## config.mk

```make
export PLATFORM = sky130hd
export DESIGN_NAME = file_chunk_packet_framer
export DESIGN_NICKNAME = d
export VERILOG_FILES = /design/src/sv/fcpf_pkg.sv /design/src/sv/fcpf_front.sv /design/src/sv/fcpf_queue.sv /design/src/sv/fcpf_back.sv /design/src/sv/file_chunk_packet_framer.sv
export SDC_FILE = /design/constraint.sdc
export NUM_CORES = 1
export LEC_CHECK = 0
export BUFFER_PORTS_ARGS = -buffer_cell sky130_fd_sc_hd__buf_2
export CELL_PAD_IN_SITES_DETAIL_PLACEMENT = 1
export CELL_PAD_IN_SITES_GLOBAL_PLACEMENT = 1
export CORE_MARGIN = 8
export CORE_UTILIZATION = 30
export CTS_BUF_LIST = sky130_fd_sc_hd__clkbuf_4 sky130_fd_sc_hd__clkbuf_8 sky130_fd_sc_hd__clkbuf_16
export DETAILED_ROUTE_END_ITERATION = 6
export PLACE_DENSITY_LB_ADDON = 0.05
export SLEW_MARGIN = 20
export SYNTH_ARGS = -nofsm -noshare
export SYNTH_HDL_FRONTEND = slang
export SYNTH_SLANG_ARGS = --single-unit
```

## constraint.sdc

```tcl
create_clock -name clock -period 7.2 [get_ports clock]
set_input_delay 0.36 -clock clock [delete_from_list [all_inputs] [get_ports clock]]
set_output_delay 0.36 -clock clock [all_outputs]
set_load 0.005 [all_outputs]
```

## src/sv/fcpf_pkg.sv

```systemverilog
// ============================================================================
// fcpf_pkg : shared types and constants of the file chunk packet framer
// Holds the action codes, packet kinds, header constants and the command
// record that travels from the front end through the queue to the back end.
// ============================================================================
package fcpf_pkg;

   // Input action codes
   localparam logic [1:0] ACT_NAME  = 2'd0;
   localparam logic [1:0] ACT_DATA  = 2'd1;
   localparam logic [1:0] ACT_BYTE  = 2'd2;
   localparam logic [1:0] ACT_SPARE = 2'd3;

   // Packet kinds carried in header byte 9
   localparam logic [7:0] KIND_FIRST  = 8'h00;
   localparam logic [7:0] KIND_MIDDLE = 8'h01;
   localparam logic [7:0] KIND_FINAL  = 8'h02;
   localparam logic [7:0] KIND_NAME   = 8'hFF;

   // Fixed header bytes
   localparam logic [7:0] SYNC0 = 8'hEB;
   localparam logic [7:0] SYNC1 = 8'h51;
   localparam logic [7:0] MARK4 = 8'h39;

   // Header length and length offset in bytes 2,3
   localparam int unsigned HDR_BYTES = 12;
   localparam logic [11:0] LEN_OFFSET = 12'd8;

   // Largest payload length; longer requests saturate to it
   localparam int unsigned MAX_CHUNK = 1024;

   // Queue depth between front and back end
   localparam int unsigned QUEUE_DEPTH = 4;
   localparam int unsigned QUEUE_AW    = $clog2(QUEUE_DEPTH);

   typedef enum logic {
      OP_HEADER,
      OP_BYTE
   } cmd_op_type;

   // One command per input item that produces output
   typedef struct packed {
      cmd_op_type  op;
      logic [10:0] len;        // header: payload length
      logic [7:0]  kind;       // header: packet kind
      logic [31:0] size;       // header: file size
      logic [7:0]  data;       // byte: payload byte
      logic        last;       // byte: last payload byte of packet
   } cmd_type;

   // Queue status seen by the front and back end
   typedef struct packed {
      logic empty;
      logic full;
   } queue_status_type;

endpackage

```

## src/sv/fcpf_front.sv

```systemverilog
// ============================================================================
// fcpf_front : input classifier and transfer bookkeeping
// Accepts request transactions, tracks file size, running total, first
// packet flag and remaining payload, and issues one command per item that produces output.
// ============================================================================
module fcpf_front (
   input  logic                      clock,
   input  logic                      reset,
   input  logic                      req_valid,
   output logic                      req_ready,
   input  logic [1:0]                req_action,
   input  logic [31:0]               req_file_size,
   input  logic [10:0]               req_chunk_length,
   input  logic [7:0]                req_data_byte,
   input  fcpf_pkg::queue_status_type q_status,
   output logic                      push,
   output fcpf_pkg::cmd_type         push_cmd
);
   import fcpf_pkg::*;

   logic [31:0] total_size_ff, total_size_in;
   logic [31:0] sent_total_ff, sent_total_in;
   logic        first_done_ff, first_done_in;
   logic [10:0] bytes_left_ff, bytes_left_in;
   logic        accept;
   logic [10:0] len_sat;

   assign req_ready = !q_status.full;
   assign accept    = req_valid && req_ready;

   // Saturate the requested length
   assign len_sat = (32'(req_chunk_length) > 32'(MAX_CHUNK)) ? 11'(MAX_CHUNK)
                                                            : req_chunk_length;

   // Classify the item and update transfer state
   always_comb begin
      logic [31:0] sum;
      logic        hit;
      sum           = sent_total_ff + 32'(len_sat);
      hit           = (sum == total_size_ff);
      total_size_in = total_size_ff;
      sent_total_in = sent_total_ff;
      first_done_in = first_done_ff;
      bytes_left_in = bytes_left_ff;
      push          = 1'b0;
      push_cmd      = '0;
      push_cmd.op   = OP_HEADER;
      push_cmd.len  = len_sat;
      push_cmd.size = total_size_ff;
      push_cmd.data = req_data_byte;
      push_cmd.last = (bytes_left_ff == 11'd1);
      push_cmd.kind = KIND_NAME;
      if (accept) begin
         unique case (req_action)
            ACT_NAME: begin
               total_size_in = req_file_size;
               sent_total_in = '0;
               first_done_in = 1'b0;
               bytes_left_in = len_sat;
               push_cmd.size = req_file_size;
               push          = 1'b1;
            end
            ACT_DATA: begin
               sent_total_in = sum;
               bytes_left_in = len_sat;
               if (!first_done_ff) begin
                  push_cmd.kind = hit ? KIND_FINAL : KIND_FIRST;
                  first_done_in = 1'b1;
               end else if (hit) begin
                  push_cmd.kind = KIND_FINAL;
                  first_done_in = 1'b0;
               end else begin
                  push_cmd.kind = KIND_MIDDLE;
               end
               push = 1'b1;
            end
            ACT_BYTE: begin
               // drop stray bytes outside a packet
               if (bytes_left_ff != 11'd0) begin
                  push_cmd.op   = OP_BYTE;
                  bytes_left_in = bytes_left_ff - 11'd1;
                  push          = 1'b1;
               end
            end
            ACT_SPARE: begin
               // ignore the unused action
            end
            default: begin
            end
         endcase
      end
   end

   // Hold transfer state
   always_ff @(posedge clock) begin
      if (reset) begin
         total_size_ff <= '0;
         sent_total_ff <= '0;
         first_done_ff <= 1'b0;
         bytes_left_ff <= '0;
      end else begin
         total_size_ff <= total_size_in;
         sent_total_ff <= sent_total_in;
         first_done_ff <= first_done_in;
         bytes_left_ff <= bytes_left_in;
      end
   end

endmodule

```

## src/sv/fcpf_queue.sv

```systemverilog
// ============================================================================
// fcpf_queue : command queue between front and back end
// A small register queue; head entry is visible to the back end directly.
// ============================================================================
module fcpf_queue (
   input  logic                       clock,
   input  logic                       reset,
   input  logic                       push,
   input  fcpf_pkg::cmd_type          push_cmd,
   input  logic                       pop,
   output fcpf_pkg::cmd_type          head_cmd,
   output fcpf_pkg::queue_status_type status
);
   import fcpf_pkg::*;

   cmd_type                 entry_ff [QUEUE_DEPTH];
   logic [QUEUE_AW-1:0]     wr_ptr_ff, wr_ptr_in;
   logic [QUEUE_AW-1:0]     rd_ptr_ff, rd_ptr_in;
   logic [QUEUE_AW:0]       count_ff, count_in;

   assign status.empty = (count_ff == '0);
   assign status.full  = (count_ff == (QUEUE_AW+1)'(QUEUE_DEPTH));
   assign head_cmd     = entry_ff[rd_ptr_ff];

   // Advance pointers and fill count
   always_comb begin
      wr_ptr_in = push ? wr_ptr_ff + 1'b1 : wr_ptr_ff;
      rd_ptr_in = pop  ? rd_ptr_ff + 1'b1 : rd_ptr_ff;
      count_in  = count_ff + (QUEUE_AW+1)'(push) - (QUEUE_AW+1)'(pop);
   end

   always_ff @(posedge clock) begin
      if (reset) begin
         wr_ptr_ff <= '0;
         rd_ptr_ff <= '0;
         count_ff  <= '0;
      end else begin
         wr_ptr_ff <= wr_ptr_in;
         rd_ptr_ff <= rd_ptr_in;
         count_ff  <= count_in;
      end
   end

   // Store the pushed command
   always_ff @(posedge clock) begin
      if (push) begin
         entry_ff[wr_ptr_ff] <= push_cmd;
      end
   end

endmodule

```

## src/sv/fcpf_back.sv

```systemverilog
// ============================================================================
// fcpf_back : byte sequencer
// Expands queued commands into header, payload and checksum bytes, keeps
// the running XOR and drives the registered response channel.
// ============================================================================
module fcpf_back (
   input  logic                       clock,
   input  logic                       reset,
   input  fcpf_pkg::cmd_type          head_cmd,
   input  fcpf_pkg::queue_status_type q_status,
   output logic                       pop,
   output logic                       rsp_valid,
   input  logic                       rsp_ready,
   output logic [7:0]                 rsp_out_byte,
   output logic                       rsp_frame_end,
   output logic                       rsp_run_last
);
   import fcpf_pkg::*;

   logic [3:0]  idx_ff, idx_in;
   logic [7:0]  xor_ff, xor_in;
   logic        rsp_valid_ff;
   logic [7:0]  rsp_byte_ff;
   logic        rsp_fe_ff;
   logic        rsp_last_ff;
   logic        out_adv;
   logic        produce;
   logic [7:0]  cur_byte;
   logic        cur_fe;
   logic        cur_last;

   assign out_adv = !rsp_valid_ff || rsp_ready;
   assign produce = !q_status.empty && out_adv;
   assign pop     = produce && cur_last;

   // Select the current byte and the checksum update
   always_comb begin
      logic [11:0] l8;
      logic [7:0]  hbyte;
      l8       = {1'b0, head_cmd.len} + LEN_OFFSET;
      hbyte    = SYNC0;
      cur_byte = '0;
      cur_fe   = 1'b0;
      cur_last = 1'b0;
      xor_in   = xor_ff;
      unique case (idx_ff)
         4'd0:    hbyte = SYNC0;
         4'd1:    hbyte = SYNC1;
         4'd2:    hbyte = l8[7:0];
         4'd3:    hbyte = {4'b0, l8[11:8]};
         4'd4:    hbyte = MARK4;
         4'd5:    hbyte = head_cmd.size[7:0];
         4'd6:    hbyte = head_cmd.size[15:8];
         4'd7:    hbyte = head_cmd.size[23:16];
         4'd8:    hbyte = head_cmd.size[31:24];
         4'd9:    hbyte = head_cmd.kind;
         4'd10:   hbyte = head_cmd.len[7:0];
         4'd11:   hbyte = {5'b0, head_cmd.len[10:8]};
         default: hbyte = xor_ff;
      endcase
      unique case (head_cmd.op)
         OP_HEADER: begin
            if (idx_ff == 4'd0) begin
               cur_byte = hbyte;
               xor_in   = '0;
            end else if (32'(idx_ff) < HDR_BYTES) begin
               cur_byte = hbyte;
               xor_in   = xor_ff ^ hbyte;
               cur_last = (idx_ff == 4'd11) && (head_cmd.len != 11'd0);
            end else begin
               // zero length packet: checksum right after header
               cur_byte = xor_ff;
               cur_fe   = 1'b1;
               cur_last = 1'b1;
            end
         end
         OP_BYTE: begin
            if (idx_ff == 4'd0) begin
               cur_byte = head_cmd.data;
               xor_in   = xor_ff ^ head_cmd.data;
               cur_last = !head_cmd.last;
            end else begin
               cur_byte = xor_ff;
               cur_fe   = 1'b1;
               cur_last = 1'b1;
            end
         end
         default: begin
         end
      endcase
      idx_in = cur_last ? 4'd0 : idx_ff + 4'd1;
   end

   // Advance the sequencer
   always_ff @(posedge clock) begin
      if (reset) begin
         idx_ff <= '0;
         xor_ff <= '0;
      end else if (produce) begin
         idx_ff <= idx_in;
         xor_ff <= xor_in;
      end
   end

   // Hold the response register until taken
   always_ff @(posedge clock) begin
      if (reset) begin
         rsp_valid_ff <= 1'b0;
      end else if (out_adv) begin
         rsp_valid_ff <= produce;
      end
   end

   always_ff @(posedge clock) begin
      if (produce) begin
         rsp_byte_ff <= cur_byte;
         rsp_fe_ff   <= cur_fe;
         rsp_last_ff <= cur_last;
      end
   end

   assign rsp_valid     = rsp_valid_ff;
   assign rsp_out_byte  = rsp_byte_ff;
   assign rsp_frame_end = rsp_fe_ff;
   assign rsp_run_last  = rsp_last_ff;

endmodule

```

## src/sv/file_chunk_packet_framer.sv

```systemverilog
// ============================================================================
// file_chunk_packet_framer : frames a file transfer into byte packets
// Name and data start items open packets with a 12-byte header, payload
// bytes pass through, and an XOR checksum closes each packet.
// ============================================================================
//
//   channel | direction | ports                                   | handshake
//   --------+-----------+-----------------------------------------+-----------
//   req     | in        | action, file_size, chunk_length, data   | valid/ready
//   rsp     | out       | out_byte, frame_end, run_last           | valid/ready
//
// A start item gives the 12 header bytes, plus the checksum at zero length;
// a payload byte gives itself, plus the checksum if it closes the packet.
// Requests are taken one per cycle while the 4-entry command queue has room;
// the back end sequencer emits one byte per cycle into the response register
// unless stalled. Reset is synchronous and clears all transfer state, queue
// and response. A response stall fills the queue and then drops req_ready.
//
module file_chunk_packet_framer (
   input  logic        clock,
   input  logic        reset,
   input  logic        req_valid,
   output logic        req_ready,
   input  logic [1:0]  req_action,
   input  logic [31:0] req_file_size,
   input  logic [10:0] req_chunk_length,
   input  logic [7:0]  req_data_byte,
   output logic        rsp_valid,
   input  logic        rsp_ready,
   output logic [7:0]  rsp_out_byte,
   output logic        rsp_frame_end,
   output logic        rsp_run_last
);
   import fcpf_pkg::*;

   queue_status_type q_status;
   logic             push;
   logic             pop;
   cmd_type          push_cmd;
   cmd_type          head_cmd;

   fcpf_front u_front (
      .clock            (clock),
      .reset            (reset),
      .req_valid        (req_valid),
      .req_ready        (req_ready),
      .req_action       (req_action),
      .req_file_size    (req_file_size),
      .req_chunk_length (req_chunk_length),
      .req_data_byte    (req_data_byte),
      .q_status         (q_status),
      .push             (push),
      .push_cmd         (push_cmd)
   );

   fcpf_queue u_queue (
      .clock    (clock),
      .reset    (reset),
      .push     (push),
      .push_cmd (push_cmd),
      .pop      (pop),
      .head_cmd (head_cmd),
      .status   (q_status)
   );

   fcpf_back u_back (
      .clock         (clock),
      .reset         (reset),
      .head_cmd      (head_cmd),
      .q_status      (q_status),
      .pop           (pop),
      .rsp_valid     (rsp_valid),
      .rsp_ready     (rsp_ready),
      .rsp_out_byte  (rsp_out_byte),
      .rsp_frame_end (rsp_frame_end),
      .rsp_run_last  (rsp_run_last)
   );

   // A checksum byte always ends the transaction's results
   a_fe_last: assert property (@(posedge clock) disable iff (reset)
      rsp_valid && rsp_frame_end |-> rsp_run_last)
      else $error("checksum byte without run_last");

   // Never push into a full queue
   a_no_overflow: assert property (@(posedge clock) disable iff (reset)
      push |-> !q_status.full)
      else $error("command queue overflow");

   // Never pop an empty queue
   a_no_underflow: assert property (@(posedge clock) disable iff (reset)
      pop |-> !q_status.empty)
      else $error("command queue underflow");

   // Response channel is empty right after reset
   a_reset_idle: assert property (@(posedge clock)
      reset |=> !rsp_valid)
      else $error("response valid after reset");

endmodule
```

; ---- Word level (Yosys, flattened, before mapping)
; Memories as Yosys holds them, arrays and structs flattened. A register that Yosys moved wholly into a read port is not among the register bits.
; Cells that the tools add are included.
[op_classes]
reduce_logical = 20
n_addsub = 8
muxes = 40
magnitude_cmp = 2
bitwise_logic = 3
n_eq_ne = 19
[ops]
columns = op, n
row1 = case mux 8 bit (12 select lines), 1
row2 = 2-to-1 mux 8 bit, 8
row3 = case mux 32 bit (2 select lines), 1
row4 = 2-to-1 mux 40 bit, 1
row5 = adder 32 x 11 -> 32 bit, 1
row6 = == test 32 bit, 1
row7 = 2-to-1 mux 32 bit, 1
row8 = case mux 8 bit (2 select lines), 2
row9 = 2-to-1 mux 11 bit, 2
row10 = case mux 11 bit (2 select lines), 1
row11 = nonzero test 11 bit, 2
row12 = "== test 4 x 3 -> 1 bit, second input constant", 4
row13 = "== test 4 bit, second input constant", 4
row14 = bitwise XOR 8 bit, 2
row15 = 2-to-1 mux 1 bit, 14
row16 = "adder 11 x 4 -> 12 bit, second input constant", 1
row17 = "== test 11 x 1 -> 1 bit, second input constant", 1
row18 = "greater-than comparator 11 bit, second input constant", 1
row19 = "subtractor 11 x 1 -> 11 bit, second input constant", 1
row20 = "== test 4 x 2 -> 1 bit, second input constant", 2
row21 = 2-to-1 mux 2 bit, 4
row22 = case mux 1 bit (2 select lines), 4
row23 = AND reduction 3 bit, 2
row24 = "adder 2 x 1 -> 2 bit, second input constant", 2
row25 = 22 further kinds, 29
[totals]
word_cells = 106
in_bits = 57
mem_bits_rw = 244
regBits = 106
output_inout_bits = 12
memories = 1
[mem_list]
columns = name, words, word_bits, read_ports, rd_clocked_by_memory_dff, wr, line
row1 = u_queue.entry_ff, 4, 61, 1, 1, 1, fcpf_queue.sv:16  ; cmd_type entry_ff [QUEUE_DEPTH];

; ---- Longest topological paths before layout
; Gate-level depths: netlist (run 1).
[depth]
ltp_word = 8
depth_mapped = 16
depth_no_buf = 14

; ---- Modules after synthesis
; From an unflattened synthesis (run 1), not the netlist that was laid out.
[unflattened]
cells_unflattened = 1281
hier_area_um2 = 16654.7
[modules_own_cells]
columns = mod, cells_each, seq_area_each_um2, area_each_um2, instances
row1 = fcpf_queue, 361, 7507.2, 9308.9, 1
row2 = fcpf_front, 641, 1521.5, 5123.7, 1
row3 = fcpf_back, 279, 560.5, 2222.1, 1

; ---- Least setup slack after synthesis (run 1)
; No wires, ideal clock.
[synth_timing]
path_kind = input-to-reg
start = in req_chunk_length[10]
end = mem u_queue.entry_ff[0][41] in the netlist's numbering, data pin
t_required_ns = 6.895
path_slack_ns = 3.548
n_path_buf = 1
arrival_time_ns = 3.347
cell_stages = 14
setup_ns = 0.305
path_cell_list = clkbuf_1 nor2b_1 ha_1 inv_1 fa_1 xor2_1 nand2_1 a221o_1 a2111oi_0 o311ai_0 nor4_1 nand4_1 nor4b_1 o21ai_0
[synth_lines]
columns = element, line
row1 = from (decl), file_chunk_packet_framer.sv:26  ; input logic [10:0] req_chunk_length,
row2 = to (decl), fcpf_queue.sv:16

==> summary.md, run 1 <==
| Metric | Value |
|---|---|
| Worst hold start | `req_data_byte[0]` |
| CP Launch Type | `primary input` |
| Global placer's final weighted congestion | `0.802` |
| Number of synthesized register bits | `332` |
| Core Area | `51300 um2` |
| CP arrival | `4470 ps` |
| Total power draw | `5.92 mW` |
| Status | `finished, final reports clean` |
| Clock Pin Slew Worst Setup and Hold Paths | `60 ps` |
| Routed vias/inst | `5.11` |
| Post-DRT Antenna Nets | `0` |
| Peak VDD IR | `0.147 mV` |
| Final Cell Area | `17900 um2` |
| Crit path launch | `req_chunk_length[10]` |
| First-pass GRT wire length | `71900 um` |
| Placed Area | `16600 um2` |
| Total grt overflow | `0` |
| CTS resizes | `0` |
| Max-cap violations | `0` |
| Synth Area in Compound Gates | `9.94%` |
| Syn nets | `1314` |
| Vias in the first global route | `10800` |
| Fraction of layout cells with a size suffix above 1 | `18.9%` |
| Total GRT Usage | `15.9%` |
| Fin crit period | `4220 ps` |
| DRC Markers | `0` |
| PwrDens | `330 nW/um2` |
| Leak Pwr | `6.15 nW` |
| Clock Sinks | `332` |
| Area Overhead vs Synth | `15.4%` |
| Crit end category | `flop` |
| Max frequency | `0.237 GHz` |
| Synth unique cells | `76` |
| Clock latency on the worst-skew pair | `550 ps` |
| Full die area | `59300 um2` |
| Drt pass-1 iters | `7` |
| Final period util | `58.7%` |
| Clock Tree Buf Depth | `3` |
| Largest net degree at the start of global routing | `69` |
| WL/cell | `23.7 um` |
| Setup TNS | `0 ps` |
| Post-Syn Area | `15500 um2` |
| Largest area contributor in the netlist | `edfxtp_1` |
| Simple-gate share of the synthesized area | `12.4%` |
| Cells after synthesis | `1230` |
| Worst Tran Pin Value | `956 ps` |
| Final hold violations | `0` |
| Fin. max-slew vios | `0` |
| Top-area cell type share of the netlist area | `45.2%` |
| Adder-Cell Fraction of Synth Area | `2.27%` |
| Core Util, Final | `34.9%` |
| Fin nets | `1381` |
| CP required | `7450 ps` |
| Setup violations, final | `0` |
| Async SR Flop Fraction | `0%` |
| CTS H-tree lvls | `2` |
| CTS tree | `yes` |
| Die width | `244 um` |
| Post-Route WL | `47700 um` |
| Post-synthesis sequential area ratio | `57.8%` |
| Largest family of logic cells by synthesized area | `simple AND/OR/NAND/NOR gates` |
| Starting DRC count in detailed routing | `558` |
| XOR/XNOR share of the synthesized area | `3.67%` |
| Starting Density | `30.3%` |
| CP max FO | `16` |
| Main synth FF type | `edfxtp_1` |
| Port Buffer Count | `68` |
| Num ports | `69` |
| Hpwl dp | `33000 um` |
| RSZ-0062 raised after global routing | `no` |
| Setup CP Type | `in2reg` |
| Synth area leaders | `edfxtp_1 45%, dfxtp_1 13%, mux4_2 5.9%` |
| Post-synth EDFFs | `234` |
| Clock skew | `16.7 ps` |
| Ys Warns | `0` |
| Syn_area_per_cell | `12.6 um2` |
| Post-synthesis mux area share | `11.2%` |
| Hold crit path type | `in2reg` |
| # rows | `83` |
| Via count | `10300` |
| CTS Buf Count | `41` |
| Initial antenna violation count | `2` |
| Root Driver | `clkbuf_16` |
| Die Y | `244 um` |
| Worst slew margin | `36.3%` |
[metal layers]
layer | routed length, um | global-route usage, % | vias to the layer above
met4 | 1020 | 4.22 | 0
met3 | 1710 | 2.91 | 59
li1 | - | - | 4816
met1 | 21800 | 20.8 | 5226
met5 | 0 | 0 | -
met2 | 23200 | 26.8 | 166
[synth_stat cells, drive strengths merged (8+ instances only)]
library cell	n
dfxtp	98
nand4	13
mux4	55
or3	11
edfxtp	234
o211ai	8
a21oi	63
buf	22
xor2	19
mux2	34
ha	25
o22ai	9
a22oi	19
nor4	16
nand3	28
xnor2	41
a211oi	11
clkbuf	40
a21o	9
nand2	92
nor2b	49
inv	34
and2	9
nor3	27
o21ai	54
nor2	104
a31oi	9
[where the power goes]
part           leakage, nW  internal (mW)  total [mW]  switching, mW
registers             2.97           2.33        2.46          0.127
logic                 2.51          0.554        1.44          0.888
clock network        0.670           1.22        2.02          0.796
[worst paths after layout]
path	end	slack, ps	depth (start not counted)
worst max-delay path	u_queue.entry_ff[3][41]$_DFFE_PP_	2980	14
worst min-delay path	u_queue.entry_ff[1][1]$_DFFE_PP_	40	1
worst max register to register	u_back.rsp_out_byte[2]$_DFFE_PP_	3140	8
worst min register to register	u_front.first_done_ff$_SDFFE_PP0P_	440	1
[metrics by stage]
step                      setup WS (ps)  hold slack (ps)  std cells
after global routing               2570             16.2       2009
after global placement             2630              423       1932
after floorplan                    3550              412       1230
after detailed placement           2430              432       1932
final                              2980             44.8       2010
after CTS                          3020             10.3       2009
[worst max-delay path, cell delays in order]
cell,delay (ps)
buf_2,220
nor2b_1,390
ha_1,250
inv_1,60
fa_1,400
nor2b_1,230
o21ai_1,210
a21oi_1,630
o2111ai_1,250
xnor2_1,190
nor4_1,290
o2111ai_1,230
nor4b_1,510
o21ai_0,220
[kinds of logic after synthesis]
group | after synthesis
adders and majority gates | 27
xor gates and xnor gates | 62
AOI/OAI and AO/OA | 235
DFF | 332
buffers and inverters | 96
muxes | 95
and+or+nand+nor | 383
[area by class of cell]
type | count | area, um2
fillers | 5505 | 33400
flip-flops and latches | 332 | 8990
multi-input cells | 802 | 6140
clock buffers | 55 | 1180
well taps | 680 | 851
repair buffers | 86 | 483
clock inverters | 20 | 155
inverters | 34 | 128
diodes | 1 | 2.50
[layout by cell type (no fill, tap or decap), types with 8 or more instances in the layout]
master	n
xnor2_1	41
clkbuf_4	10
or3_1	11
o21ai_0	51
o211ai_1	8
nand2_1	91
mux2_2	34
a211oi_1	10
mux4_2	41
a21oi_1	63
o22ai_1	9
mux4_1	14
nor2b_1	48
inv_1	34
nor3_1	27
buf_2	67
ha_1	25
a31oi_1	9
edfxtp_1	234
buf_4	17
nor4_1	13
nand4_1	13
nand3_1	28
a22oi_1	19
clkbuf_16	43
dfxtp_1	96
xor2_1	19
a21o_1	9
nor2_1	102
[registers in the layout, summed over array words and instances (netlist names), 2 cells and up, named ones only]
name and flops:
u_back.idx_ff 4, u_back.rsp_out_byte 8, u_back.xor_ff 8, u_front.bytes_left_ff 11, u_front.sent_total_ff 32, u_front.total_size_ff 32
u_queue.count_ff 3, u_queue.entry_ff 224, u_queue.rd_ptr_ff 2, u_queue.wr_ptr_ff 2
[timing repair]
item,CTS,global route
setup buffers,0,0
hold buffers,2,0
endpoints found under the setup margin,0,0
hold endpoints to repair,8,0
Power figures use the tool's default switching activity.
==> run 2: changes to the inputs <==
==> constraint.sdc (replaced) <==
create_clock -name clock -period 3.83 [get_ports clock]
set_input_delay 0.1915 -clock clock [delete_from_list [all_inputs] [get_ports clock]]
set_output_delay 0.1915 -clock clock [all_outputs]
set_load 0.005 [all_outputs]
==> summary.md, run 2 (same netlist as run 1, synthesis figures left out) <==
| Metric | Value |
|---|---|
| Status | `finished, final reports clean` |
| Register area | `9000 um2 (about the same)` |
| CP arrival | `3950 ps (-520 ps)` |
| Post-Route WL | `48900 um (+2.4%)` |
| Largest regs | `u_queue.entry_ff: 224 flops, u_front.sent_total_ff: 32 flops, u_front.total_size_ff: 32 flops` |
| Slowest library cell on the worst path | `mux4_1` |
| Post-Layout Cell Count | `2099 (+4.4%)` |
| CTS tree | `yes` |
| Vias in the first global route | `11400 (+4.8%)` |
| Setup violations, final | `0 (unchanged)` |
| Crit path max-delay family | `adder cells` |
| Crit end category | `flop` |
| PwrDens | `611 nW/um2 (+85%)` |
| Post-DRT Antenna Nets | `0 (unchanged)` |
| Worst slew margin | `30.6% (-5.7 points)` |
| Most common cell after layout, fill and taps aside | `edfxtp_1` |
| CP required | `4230 ps (-3220 ps)` |
| Root Driver | `clkbuf_16` |
| Via count | `10700 (+3.8%)` |
| Port Buffer Count | `68 (unchanged)` |
| CTS Buf Count | `40 (-2.4%)` |
| Drt pass-1 iters | `5 (-2)` |
| Hpwl dp | `34900 um (+6.0%)` |
| Filler cells | `5489 (-0.29%)` |
| CP max FO | `12 (-4)` |
| Die width | `244 um (unchanged)` |
| DP Cell Count | `2005 (+3.8%)` |
| Clock skew | `17.3 ps (+0.582 ps)` |
| Fin. max-slew vios | `0 (unchanged)` |
| Worst-path cell chain | `mux4_1, nor4_1, a31oi_1, o21ai_0, buf_4, nor2_1, ha_1, inv_1, ha_1, inv_1, fa_1, xor2_1, xnor2_1, nor2_1` |
| Max-cap violations | `0 (unchanged)` |
| First-pass GRT wire length | `73600 um (+2.4%)` |
| Total GRT Usage | `16.3% (+0.43 points)` |
| Clock Sinks | `332 (unchanged)` |
| Worst hold slack | `33.1 ps (-11.6 ps)` |
| Largest net degree at the start of global routing | `76 (+10%)` |
| Clock latency on the worst-skew pair | `560 ps (about the same)` |
| Area Overhead vs Synth | `20.7%` |
| Most frequent cells in the layout | `234 x edfxtp_1, 102 x nor2_1, 96 x dfxtp_1` |
| CP Launch Type | `flop` |
| Clock Tree Buf Depth | `3 (unchanged)` |
| Final Cell Area | `18800 um2 (+4.6%)` |
| FF-to-FF setup slack | `280 ps (-2860 ps)` |
| Die Y | `244 um (unchanged)` |
| Final period util | `92.7%` |
| Fin crit period | `3550 ps` |
| Worst Path Buf+Inv | `3 (+1)` |
| Hold crit path type | `in2reg` |
| Global placer's final weighted congestion | `0.816 (+1.9%)` |
| CTS H-tree lvls | `2 (unchanged)` |
| Leak Pwr | `6.62 nW (+7.6%)` |
| Setup CP Type | `reg2reg` |
| Routed vias/inst | `5.08 (-0.62%)` |
| Initial antenna violation count | `1 (-1)` |
| Placed Area | `17200 um2 (+3.6%)` |
| Total power draw | `11.5 mW (+94%)` |
| CP peak stage delay | `700 ps (+70 ps)` |
| Max frequency | `0.282 GHz` |
| Core Area | `51300 um2 (unchanged)` |
| WL/cell | `23.3 um (-1.9%)` |
| Footprint of the multi-input gates | `6150 um2 (+0.22%)` |
| Worst Tran Pin Value | `1040 ps (+85.2 ps)` |
| DRC Markers | `0 (unchanged)` |
| Starting Density | `30.3% (unchanged)` |
| Clock Pin Slew Worst Setup and Hold Paths | `60 ps (about the same)` |
| Peak VDD IR | `0.362 mV (+150%)` |
| Num ports | `69 (unchanged)` |
| Fraction of layout cells with a size suffix above 1 | `23.3% (+4.4 points)` |
| Full die area | `59300 um2 (unchanged)` |
| Max FFs per register | `224 (unchanged)` |
| Fin nets | `1470 (+6.4%)` |
| RSZ-0062 raised after global routing | `no` |
| Starting DRC count in detailed routing | `422 (-24%)` |
| Final hold violations | `0 (unchanged)` |
| Total grt overflow | `0 (unchanged)` |
| # rows | `83 (unchanged)` |
| Most flops, register | `u_queue.entry_ff` |
[run 2: what timing repair did]
item | in CTS | in global routing
hold endpoints to repair | 68 | 0
resized for setup | 0 | 5
buffers inserted | 0 | 0
endpoints found under the setup margin | 0 | 9
hold buffers | 19 | 0
[run 2: power by group]
group	internal [mW]	total (mW)	switching (mW)
Clock	2.36	3.91	1.55
Combinational	1.20	2.95	1.74
Sequential	4.39	4.60	0.215
Total	7.95	11.5	3.51
[run 2: stage by stage]
| step | worst slack [ps] | util (%) | TNS, ps |
|---|---|---|---|
| after global placement | -154 | 33.5 | -783 |
| final | 280 | 36.6 | 0 |
| after CTS | 134 | 36.5 | 0 |
| after detailed placement | -121 | 33.5 | -484 |
| after global routing | 17.1 | 36.6 | 0 |
| after floorplan | 347 | - | 0 |
[run 2: path summary, 6_finish.rpt]
kind	startpoint	to	depth (start not counted)
hold reg to reg	u_front.first_done_ff$_SDFFE_PP0P_	u_front.first_done_ff$_SDFFE_PP0P_	1
setup / recovery	flop	u_queue.count_ff[2]$_SDFF_PP0_	14
hold / removal	req_file_size[13]	u_queue.entry_ff[1][22]$_DFFE_PP_	2
setup reg to reg	flop	u_queue.count_ff[2]$_SDFF_PP0_	14
[run 2: cell type report]
type,count,share of cell area [%]
flip-flops and latches,332,48.0
multi-input cells,802,32.8
repair buffers,176,6.67
clock buffers,56,6.24
well taps,680,4.54
clock inverters,18,1.11
inverters,34,0.680
diodes,1,0.0133
[run 2: layer usage]
metal	GRT usage, %	part of all wire [%]	vias to the layer above
li1	-	-	4999
met1	20.8	45	5424
met2	27.8	49	162
met3	2.84	3.3	70
met4	5.43	3.0	0
met5	0	0	-
